$ cat config.mk
export PLATFORM = sky130hd
export DESIGN_NAME = fir_full_convolution_core
export DESIGN_NICKNAME = d
export VERILOG_FILES = /design/src/design/firfc_pkg.sv /design/src/design/firfc_ram.sv /design/src/design/fir_full_convolution_core.sv
export SDC_FILE = /design/constraint.sdc
export NUM_CORES = 2
export LEC_CHECK = 0
export BUFFER_PORTS_ARGS = -buffer_cell sky130_fd_sc_hd__buf_2
export CAP_MARGIN = 20
export CORE_ASPECT_RATIO = 1.4
export CORE_UTILIZATION = 64
export DETAILED_ROUTE_END_ITERATION = 10
export HOLD_SLACK_MARGIN = 0.05
export PLACE_DENSITY = 0.8
export SYNTH_ARGS = -nofsm -noshare
export SYNTH_HDL_FRONTEND = slang
export SYNTH_SLANG_ARGS = --single-unit
$ cat constraint.sdc
create_clock -name clock -period 7.1 [get_ports clock]
set_input_delay 0.355 -clock clock [delete_from_list [all_inputs] [get_ports clock]]
set_output_delay 0.355 -clock clock [all_outputs]
set_load 0.01 [all_outputs]
$ cat src/design/firfc_pkg.sv
// firfc_pkg: sizes, codes, state encoding and tap-count helper for the full-convolution fir core
// used by fir_full_convolution_core, firfc_checker and the testbench; depends on nothing else
package firfc_pkg;

   // filter sizes
   localparam int MAX_TAPS       = 32;
   localparam int SAMPLE_BITS    = 16;
   localparam int COEF_BITS      = 18;
   localparam int FRAC_BITS      = COEF_BITS - 1;
   localparam int IDX_BITS       = $clog2(MAX_TAPS);
   localparam int CNT_BITS       = $clog2(MAX_TAPS + 1);
   localparam int TAP_CFG_BITS   = 6;
   localparam int TAP_INDEX_BITS = 5;
   localparam int PROD_BITS      = SAMPLE_BITS + COEF_BITS;
   localparam int ACC_BITS       = PROD_BITS + IDX_BITS + 1;

   // tap count after reset
   localparam logic [TAP_CFG_BITS-1:0] TAP_COUNT_RESET = TAP_CFG_BITS'(20);

   // command codes of an input word
   localparam logic CMD_LOAD   = 1'b0;
   localparam logic CMD_SAMPLE = 1'b1;

   // sequencer states
   typedef enum logic [3:0] {
      S_IDLE  = 4'b0001,
      S_MAC   = 4'b0010,
      S_DRAIN = 4'b0100,
      S_FIN   = 4'b1000
   } state_type;

   // clamp the programmed tap count into 1..MAX_TAPS
   function automatic logic [CNT_BITS-1:0] active_taps(input logic [TAP_CFG_BITS-1:0] cfg);
      logic [CNT_BITS-1:0] n;
      if (cfg == '0) begin
         n = CNT_BITS'(1);
      end else if (int'(cfg) > MAX_TAPS) begin
         n = CNT_BITS'(MAX_TAPS);
      end else begin
         n = CNT_BITS'(cfg);
      end
      return n;
   endfunction

endpackage

$ cat src/design/firfc_ram.sv
// firfc_ram: generic single-write, single-read synchronous ram with registered read data
// standalone, no package dependency
module firfc_ram #(
   parameter int WIDTH = 16,
   parameter int DEPTH = 32
) (
   input  logic                     clock,
   input  logic                     wr_en,
   input  logic [$clog2(DEPTH)-1:0] wr_addr,
   input  logic [WIDTH-1:0]         wr_data,
   input  logic                     rd_en,
   input  logic [$clog2(DEPTH)-1:0] rd_addr,
   output logic [WIDTH-1:0]         rd_data
);

   logic [WIDTH-1:0] mem_ff [DEPTH];
   logic [WIDTH-1:0] rd_data_ff;

   // write port and registered read port
   always_ff @(posedge clock) begin
      if (wr_en) begin
         mem_ff[wr_addr] <= wr_data;
      end
      if (rd_en) begin
         rd_data_ff <= mem_ff[rd_addr];
      end
   end

   assign rd_data = rd_data_ff;

endmodule

$ cat src/design/fir_full_convolution_core.sv
// fir_full_convolution_core: direct-form fir producing the full convolution of a sample block
// depends on firfc_pkg and on firfc_ram for the coefficient and history memories

// A load word (cmd 0) writes one Q1.17 coefficient. A sample word (cmd 1) is
// written into the history ram and then one multiply-accumulate per active tap runs through
// a single multiplier fed by the coefficient and history rams, one tap per cycle. Each output
// passes through the tap reads, the registered read and multiply stages, a check that the
// pipeline has drained, and rounding and saturation. A sample marked last is followed by
// tap_count - 1 tail outputs; the history then clears at once through per-entry valid bits.
// The core takes one word at a time; a finished output waits in the output register while
// the next word is accepted, and a new output that finds that register still full waits
// until it is taken. tap_count is written on the csr port, which is always ready, and is
// clamped into 1..32.
module fir_full_convolution_core (
   input  logic                                    clock,
   input  logic                                    reset,
   // input words
   input  logic                                    req_valid,
   output logic                                    req_ready,
   input  logic                                    req_cmd,
   input  logic [firfc_pkg::TAP_INDEX_BITS-1:0]    req_tap_index,
   input  logic signed [firfc_pkg::COEF_BITS-1:0]  req_tap_value,
   input  logic signed [firfc_pkg::SAMPLE_BITS-1:0] req_sample,
   input  logic                                    req_last,
   // output words
   output logic                                    rsp_valid,
   input  logic                                    rsp_ready,
   output logic signed [firfc_pkg::SAMPLE_BITS-1:0] rsp_filtered,
   output logic                                    rsp_clipped,
   output logic                                    rsp_block_end,
   // tap count register
   input  logic                                    csr_valid,
   output logic                                    csr_ready,
   input  logic [firfc_pkg::TAP_CFG_BITS-1:0]      csr_tap_count
);

   localparam int IB = firfc_pkg::IDX_BITS;
   localparam int CB = firfc_pkg::CNT_BITS;
   localparam int AB = firfc_pkg::ACC_BITS;
   localparam int PB = firfc_pkg::PROD_BITS;
   localparam int SB = firfc_pkg::SAMPLE_BITS;

   localparam logic signed [AB-1:0] SAT_HI = {{(AB-SB+1){1'b0}}, {(SB-1){1'b1}}};
   localparam logic signed [AB-1:0] SAT_LO = ~SAT_HI;
   localparam logic signed [AB-1:0] ROUND  = AB'(1) << (firfc_pkg::FRAC_BITS - 1);

   // control state
   firfc_pkg::state_type state_ff, state_in;
   logic [IB-1:0]                      wp_ff, wp_in;
   logic [firfc_pkg::MAX_TAPS-1:0]     hist_vld_ff, hist_vld_in;
   logic [CB-1:0]                      k_ff, k_in;
   logic [CB-1:0]                      ntaps_ff, ntaps_in;
   logic [CB-1:0]                      tail_ff, tail_in;
   logic                               last_ff, last_in;
   logic                               rd_vld_ff, rd_vld_in;
   logic                               prod_vld_ff, prod_vld_in;
   logic [firfc_pkg::TAP_CFG_BITS-1:0] tap_count_ff, tap_count_in;
   logic                               rsp_valid_ff, rsp_valid_in;

   // datapath
   logic                               hv_ff, hv_in;
   logic signed [PB-1:0]               prod_ff, prod_in;
   logic signed [AB-1:0]               acc_ff, acc_in;
   logic signed [SB-1:0]               rsp_filtered_ff, rsp_filtered_in;
   logic                               rsp_clipped_ff, rsp_clipped_in;
   logic                               rsp_block_end_ff, rsp_block_end_in;

   // memory ports
   logic                               coef_we;
   logic [IB-1:0]                      coef_waddr;
   logic                               hist_we;
   logic                               rd_en;
   logic [IB-1:0]                      hist_raddr;
   logic [IB:0]                        hist_diff;
   logic signed [firfc_pkg::COEF_BITS-1:0] coef_rd;
   logic signed [SB-1:0]               hist_rd;
   logic signed [SB-1:0]               hist_term;

   // helpers
   logic [IB-1:0]                      wp_plus;
   logic [CB-1:0]                      req_taps;
   logic signed [AB-1:0]               shifted;
   logic signed [SB-1:0]               sat_value;
   logic                               sat_clip;
   logic                               req_fire;

   firfc_ram #(.WIDTH(firfc_pkg::COEF_BITS), .DEPTH(firfc_pkg::MAX_TAPS)) u_coef_ram (
      .clock   (clock),
      .wr_en   (coef_we),
      .wr_addr (coef_waddr),
      .wr_data (req_tap_value),
      .rd_en   (rd_en),
      .rd_addr (k_ff[IB-1:0]),
      .rd_data (coef_rd)
   );

   firfc_ram #(.WIDTH(SB), .DEPTH(firfc_pkg::MAX_TAPS)) u_hist_ram (
      .clock   (clock),
      .wr_en   (hist_we),
      .wr_addr (wp_plus),
      .wr_data (req_sample),
      .rd_en   (rd_en),
      .rd_addr (hist_raddr),
      .rd_data (hist_rd)
   );

   assign req_ready = (state_ff == firfc_pkg::S_IDLE);
   assign req_fire  = req_valid && req_ready;
   assign csr_ready = 1'b1;
   assign coef_waddr = IB'(req_tap_index);

   // circular pointer helpers: next write slot and history slot of tap k
   always_comb begin
      wp_plus = (wp_ff == IB'(firfc_pkg::MAX_TAPS - 1)) ? '0 : wp_ff + 1'b1;
      hist_diff = {1'b0, wp_ff} - {1'b0, k_ff[IB-1:0]};
      if (hist_diff[IB]) begin
         hist_diff = hist_diff + (IB+1)'(firfc_pkg::MAX_TAPS);
      end
      hist_raddr = hist_diff[IB-1:0];
      req_taps   = firfc_pkg::active_taps(tap_count_ff);
   end

   // rounding is preloaded in the accumulator; shift and saturate here
   always_comb begin
      shifted = acc_ff >>> firfc_pkg::FRAC_BITS;
      if (shifted > SAT_HI) begin
         sat_value = SAT_HI[SB-1:0];
         sat_clip  = 1'b1;
      end else if (shifted < SAT_LO) begin
         sat_value = SAT_LO[SB-1:0];
         sat_clip  = 1'b1;
      end else begin
         sat_value = shifted[SB-1:0];
         sat_clip  = 1'b0;
      end
   end

   // history entries never written since the last clear read as zero
   assign hist_term = hv_ff ? hist_rd : '0;

   // sequencer and multiply-accumulate pipeline
   always_comb begin
      state_in         = state_ff;
      wp_in            = wp_ff;
      hist_vld_in      = hist_vld_ff;
      k_in             = k_ff;
      ntaps_in         = ntaps_ff;
      tail_in          = tail_ff;
      last_in          = last_ff;
      rd_vld_in        = 1'b0;
      tap_count_in     = csr_valid ? csr_tap_count : tap_count_ff;
      rsp_valid_in     = rsp_valid_ff && !rsp_ready;
      rsp_filtered_in  = rsp_filtered_ff;
      rsp_clipped_in   = rsp_clipped_ff;
      rsp_block_end_in = rsp_block_end_ff;
      coef_we          = 1'b0;
      hist_we          = 1'b0;
      rd_en            = 1'b0;

      // read data to product to accumulator
      hv_in       = hist_vld_ff[hist_raddr];
      prod_vld_in = rd_vld_ff;
      prod_in     = coef_rd * hist_term;
      acc_in      = acc_ff;
      if (prod_vld_ff) begin
         acc_in = acc_ff + {{(AB-PB){prod_ff[PB-1]}}, prod_ff};
      end

      case (state_ff)
         firfc_pkg::S_IDLE: begin
            if (req_fire) begin
               if (req_cmd == firfc_pkg::CMD_LOAD) begin
                  coef_we = (int'(req_tap_index) < firfc_pkg::MAX_TAPS);
               end else begin
                  hist_we              = 1'b1;
                  hist_vld_in[wp_plus] = 1'b1;
                  wp_in                = wp_plus;
                  ntaps_in             = req_taps;
                  last_in              = req_last;
                  tail_in              = req_last ? req_taps - 1'b1 : '0;
                  k_in                 = '0;
                  acc_in               = ROUND;
                  state_in             = firfc_pkg::S_MAC;
               end
            end
         end
         firfc_pkg::S_MAC: begin
            // one tap per cycle; the history write finished before the first read
            rd_en     = 1'b1;
            rd_vld_in = 1'b1;
            k_in      = k_ff + 1'b1;
            if (k_ff == ntaps_ff - 1'b1) begin
               state_in = firfc_pkg::S_DRAIN;
            end
         end
         firfc_pkg::S_DRAIN: begin
            if (!rd_vld_ff && !prod_vld_ff) begin
               state_in = firfc_pkg::S_FIN;
            end
         end
         firfc_pkg::S_FIN: begin
            if (!rsp_valid_ff || rsp_ready) begin
               rsp_valid_in     = 1'b1;
               rsp_filtered_in  = sat_value;
               rsp_clipped_in   = sat_clip;
               rsp_block_end_in = last_ff && (tail_ff == '0);
               if (last_ff && (tail_ff != '0)) begin
                  // tail output: a zero enters the history
                  tail_in              = tail_ff - 1'b1;
                  wp_in                = wp_plus;
                  hist_vld_in[wp_plus] = 1'b0;
                  k_in                 = '0;
                  acc_in               = ROUND;
                  state_in             = firfc_pkg::S_MAC;
               end else begin
                  if (last_ff) begin
                     hist_vld_in = '0;
                     wp_in       = '0;
                  end
                  state_in = firfc_pkg::S_IDLE;
               end
            end
         end
         default: begin
            state_in = firfc_pkg::S_IDLE;
         end
      endcase
   end

   // control registers
   always_ff @(posedge clock) begin
      if (reset) begin
         state_ff     <= firfc_pkg::S_IDLE;
         wp_ff        <= '0;
         hist_vld_ff  <= '0;
         k_ff         <= '0;
         ntaps_ff     <= '0;
         tail_ff      <= '0;
         last_ff      <= 1'b0;
         rd_vld_ff    <= 1'b0;
         prod_vld_ff  <= 1'b0;
         tap_count_ff <= firfc_pkg::TAP_COUNT_RESET;
         rsp_valid_ff <= 1'b0;
      end else begin
         state_ff     <= state_in;
         wp_ff        <= wp_in;
         hist_vld_ff  <= hist_vld_in;
         k_ff         <= k_in;
         ntaps_ff     <= ntaps_in;
         tail_ff      <= tail_in;
         last_ff      <= last_in;
         rd_vld_ff    <= rd_vld_in;
         prod_vld_ff  <= prod_vld_in;
         tap_count_ff <= tap_count_in;
         rsp_valid_ff <= rsp_valid_in;
      end
   end

   // datapath registers
   always_ff @(posedge clock) begin
      hv_ff            <= hv_in;
      prod_ff          <= prod_in;
      acc_ff           <= acc_in;
      rsp_filtered_ff  <= rsp_filtered_in;
      rsp_clipped_ff   <= rsp_clipped_in;
      rsp_block_end_ff <= rsp_block_end_in;
   end

   assign rsp_valid     = rsp_valid_ff;
   assign rsp_filtered  = rsp_filtered_ff;
   assign rsp_clipped   = rsp_clipped_ff;
   assign rsp_block_end = rsp_block_end_ff;

   // tap counter stays inside the active taps while reading
   a_tap_range: assert property (@(posedge clock) disable iff (reset)
      (state_ff == firfc_pkg::S_MAC) |-> (k_ff < ntaps_ff))
      else $error("tap counter beyond active taps");

   // rounding only starts on a drained pipeline
   a_drained: assert property (@(posedge clock) disable iff (reset)
      (state_ff == firfc_pkg::S_FIN) |-> (!rd_vld_ff && !prod_vld_ff))
      else $error("result taken before accumulation finished");

   // a read in flight was issued by the tap loop
   a_read_origin: assert property (@(posedge clock) disable iff (reset)
      rd_vld_ff |-> $past(state_ff == firfc_pkg::S_MAC))
      else $error("memory read outside the tap loop");

   // after the final output of a block the history is empty again
   a_block_clear: assert property (@(posedge clock) disable iff (reset)
      ($past(!reset) && $past(state_ff == firfc_pkg::S_FIN) &&
       (state_ff == firfc_pkg::S_IDLE) && $past(last_ff))
      |-> ((hist_vld_ff == '0) && (wp_ff == '0)))
      else $error("history not cleared at block end");

endmodule

==> results list <==
- Root Buffer Master: clkbuf_16
* Met2 wire length: between 80000 and 90000 um
- edfxtp_1 is the most common cell in the netlist.
- Pleak: 25.00 nW
- Bufs on Longest Clock Path: 3
- Number of optimization iterations in the first detailed-route pass: 6
* Leading cell types by total area after synthesis: edfxtp_1 (55%), mux4_2 (13%), fa_1 (9.4%), dfxtp_1 (4.6%), ha_1 (2.7%)
- Total detailed-routing wirelength: about 160000 um
* TritonCTS Sinks: 1284
* Setup violators final: 0
- Maximum level of the CTS H-tree: 3
- IR analysis of the VDD net gives a maximum drop of 0.2762 mV.
- Via count of the first global-routing pass: 37310
* CTS buffer count: 109
* Tcrit/Tclk final: between 90% and 100%
- Endpoint class of the critical path: flip-flop
- Top layer reached by signal wires: met5
* Achievable clock frequency: approximately 150 MHz
- Critical path startpoint category: flip-flop
* Number of top-level pins: 73
- Once detailed placement completed, the half-perimeter wirelength came to around 90000 um.
- For the worst setup path, the data arrival time is 7.42 ns.
- Area used by multi-input combinational logic: between 20000 and 25000 sq um
* Remaining DRCs: 0
* Die Wd: ~270 um
- The most used flip-flop cell after synthesis is edfxtp_1.
- Worst hold path class: in -> reg
- Number of antenna violations at the first check in global routing: 11
- From synthesis to final layout, the design area changed by 10.15%.
- Final design utilization: 70.96%
- Run status: finished, final reports clean
- Global routing finished with a remaining overflow of 0.
- Worst skew pair latency: 0.78 ns
- Via count: roughly 36000
- Filler cells: 5745
* First-pass GRT wire length: 233100 um
- Clock tree from TritonCTS: built
- Setup repair after global routing missed its margin: no
* DIE AREA: between 90000 and 100000 sq um
* Warnings from Yosys: 0
* Pin count of the biggest net entering global routing: 70
- Synthesis produced 3928 cells.
* Register bit total from synthesis: 1284
* Synthesized area divided by synthesized cell count: 15.85 sq um
- The worst pin sits at a relative slew slack of 26.74%.
- Yosys mapped a number of flops with a built-in enable equal to 1140.
- Critical Path Fanout Max: 37
* Number of violations of the max-capacitance limit: 0
- After layout, the minimum clock period comes to 6.778 ns.
- Counting every net in the synthesized netlist gives 4408.
* Count of final max-slew check failures: 0
- Summed over its instances, the top area cell type makes up a little over half of the synthesized netlist area.
- Placement Rows: 135
* Core footprint: between 90000 and 100000 sq um
* Share of synthesized flip-flops with an asynchronous set or reset: 0%
- The final layout contains 4517 nets.
- Remaining number of nets flagged by the antenna check after routing: 0
- Most frequent cells after synthesis: edfxtp_1 (1140), inv_1 (364), mux4_2 (350)
- GR Util All Layers: between 30% and 40%
- Port Buffer Count: 71
* Fin Clk Skew: roughly 0.080 ns
* Share of final-layout standard cells stronger than drive strength 1: 20.59%
* Critical path required time: between 7 and 8 ns
- Avg WL per Cell: 28.78 um
- Cell area after synthesis: 62240 sq um
- Setup total negative slack on the finished layout was measured at 0 ns.
- The number of different library cells used by synthesis comes to 82.
- After detailed routing, the wire length on met1 is 53250 um.
* Register Area: 37130 sq um
- Starting Density: 64.42%
- After clock tree synthesis, the clock-pin slew on the worst setup and hold paths is approximately 0.08 ns.
* Cell type contributing the most total cell area after synthesis: edfxtp_1
* Wire length on met3: about 14000 um
* Die Height: 371 um
- In the routed layout, each cell is associated on average with a via count of 6.622.
- Transition time of the tightest slew-check pin: 1.091 ns
* Endpoints failing hold: 0
- Worst Path Class, Setup: reg -> reg
- For this design the ratio of total power to cell area is 292.4 nW/um^2.
- After layout, the design draws a total of 20.05 mW.
* Sequential fraction of the synthesis area: around 60%
- Routability cong.: 0.9329
- After the first detailed-routing iteration, the DRC count stood at between 4000 and 5000.
[state kept, by name (all words and copies together), names as in the netlist, 4 cells and up]
register,count
u_hist_ram.mem_ff,512
tap_count_ff,6
state_ff,4
wp_ff,5
rsp_filtered,16
u_coef_ram.mem_ff,576
u_hist_ram.rd_data,16
k_ff,6
u_coef_ram.rd_data,18
prod_ff,34
acc_ff,40
ntaps_ff,6
hist_vld_ff,32
tail_ff,6
[worst max-delay path: stages (launching register included)]
cell      delay (ns)
dfxtp_4         0.55
and2_1          0.36
buf_4           0.21
nand2_1         0.10
inv_1           0.17
fa_1            0.53
fa_1            0.57
fa_1            0.46
fa_1            0.52
fa_1            0.49
inv_1           0.05
fa_1            0.47
inv_1           0.04
ha_1            0.34
and2_1          0.19
nand3_1         0.11
nor2_1          0.19
o21ai_0         0.16
a21oi_1         0.42
o41ai_2         0.17
o311ai_1        0.30
a21oi_1         0.12
xnor2_1         0.12
[report_power, final]
| group | internal [mW] | switching (mW) | leakage [nW] |
|---|---|---|---|
| Clock | 3.45 | 2.86 | 1.80 |
| Sequential | 8.50 | 0.211 | 11.4 |
| Combinational | 2.16 | 2.87 | 11.8 |
| Total | 14.1 | 5.94 | 25.0 |
[metrics by stage]
step | setup WS [ns] | area [sq um] | hold slack [ns] | cells
3_5_place_dp | 0.2617 | 64660 | 0.4710 | 5211
2_1_floorplan | 0.8893 | 62240 | 0.4291 | 3928
6_report | 0.3218 | 68560 | 0.1133 | 5440
3_3_place_gp | 0.4082 | 64570 | 0.4527 | 5206
5_1_grt | 0.01360 | 68560 | 0.1035 | 5439
4_1_cts | 0.2825 | 68510 | 0.06651 | 5432
[what timing repair did]
| action | 4_1_cts | 5_1_grt |
|---|---|---|
| setup buffers | 0 | 0 |
| endpoints found under the hold margin | 10 | 0 |
| setup endpoints to repair | 0 | 3 |
| hold buffers | 14 | 0 |
| resized for setup | 0 | 4 |
[cell usage in the layout, fill, tap and decap left out, types with 20 or more instances in the layout]
cell and instances:
clkbuf_16 110, ha_1 135, o21ai_1 20, nand2_1 192, fa_1 291, nor2_1 199, dfxtp_1 138, mux2i_1 32
a21o_1 49, buf_4 105, mux4_2 350, xor2_1 28, and3_1 144, edfxtp_1 1140, a21oi_1 156, nor2_2 38
mux2_2 36, o21ai_0 73, buf_2 71, nand3_1 35, nor3_1 24, clkbuf_1 24, xnor2_1 57, inv_1 364
clkinv_2 22, nor3_2 25
[logic make-up after synthesis]
logic type / Yosys count / share of synthesized area [%]
buffers and inverters: 565 / 3.492
flip-flops: 1284 / 59.63
other: 1 / 0.006025
AO/OA/AOI/OAI: 393 / 3.912
adder cells (fa/ha/maj): 428 / 12.13
AND/OR/NAND/NOR: 750 / 5.745
XOR/XNOR: 88 / 1.238
multiplexers: 419 / 13.85
[worst paths after layout]
check,from,depth (start not counted),endpoint,slack (ns)
worst min register to register,tail_ff[5]$_SDFFE_PP0P_,1,tail_ff[5]$_SDFFE_PP0P_,0.48
worst max-delay path,hv_ff$_DFF_P_,22,prod_ff[33]$_DFF_P_,0.32
worst min-delay path,req_tap_value[10],1,u_coef_ram.mem_ff[25][10]$_DFFE_PP_,0.11
worst max register to register,hv_ff$_DFF_P_,22,prod_ff[33]$_DFF_P_,0.32
[layout make-up]
class | instances | area share, %
repair buffers | 197 | 2.058
multi-input cells | 2079 | 33.97
clock inverters | 71 | 1.234
well taps | 1301 | 2.374
flip-flops and latches | 1284 | 54.16
diodes | 6 | 0.02190
inverters | 366 | 2.004
clock buffers | 136 | 4.186
[metal layers]
metal  vias up  GRT usage [%]
li1      14800              -
met4        12          16.67
met2      2352          56.01
met1     18340          39.92
met5         -              0
met3       525          5.630
Power figures use the tool's default switching activity.
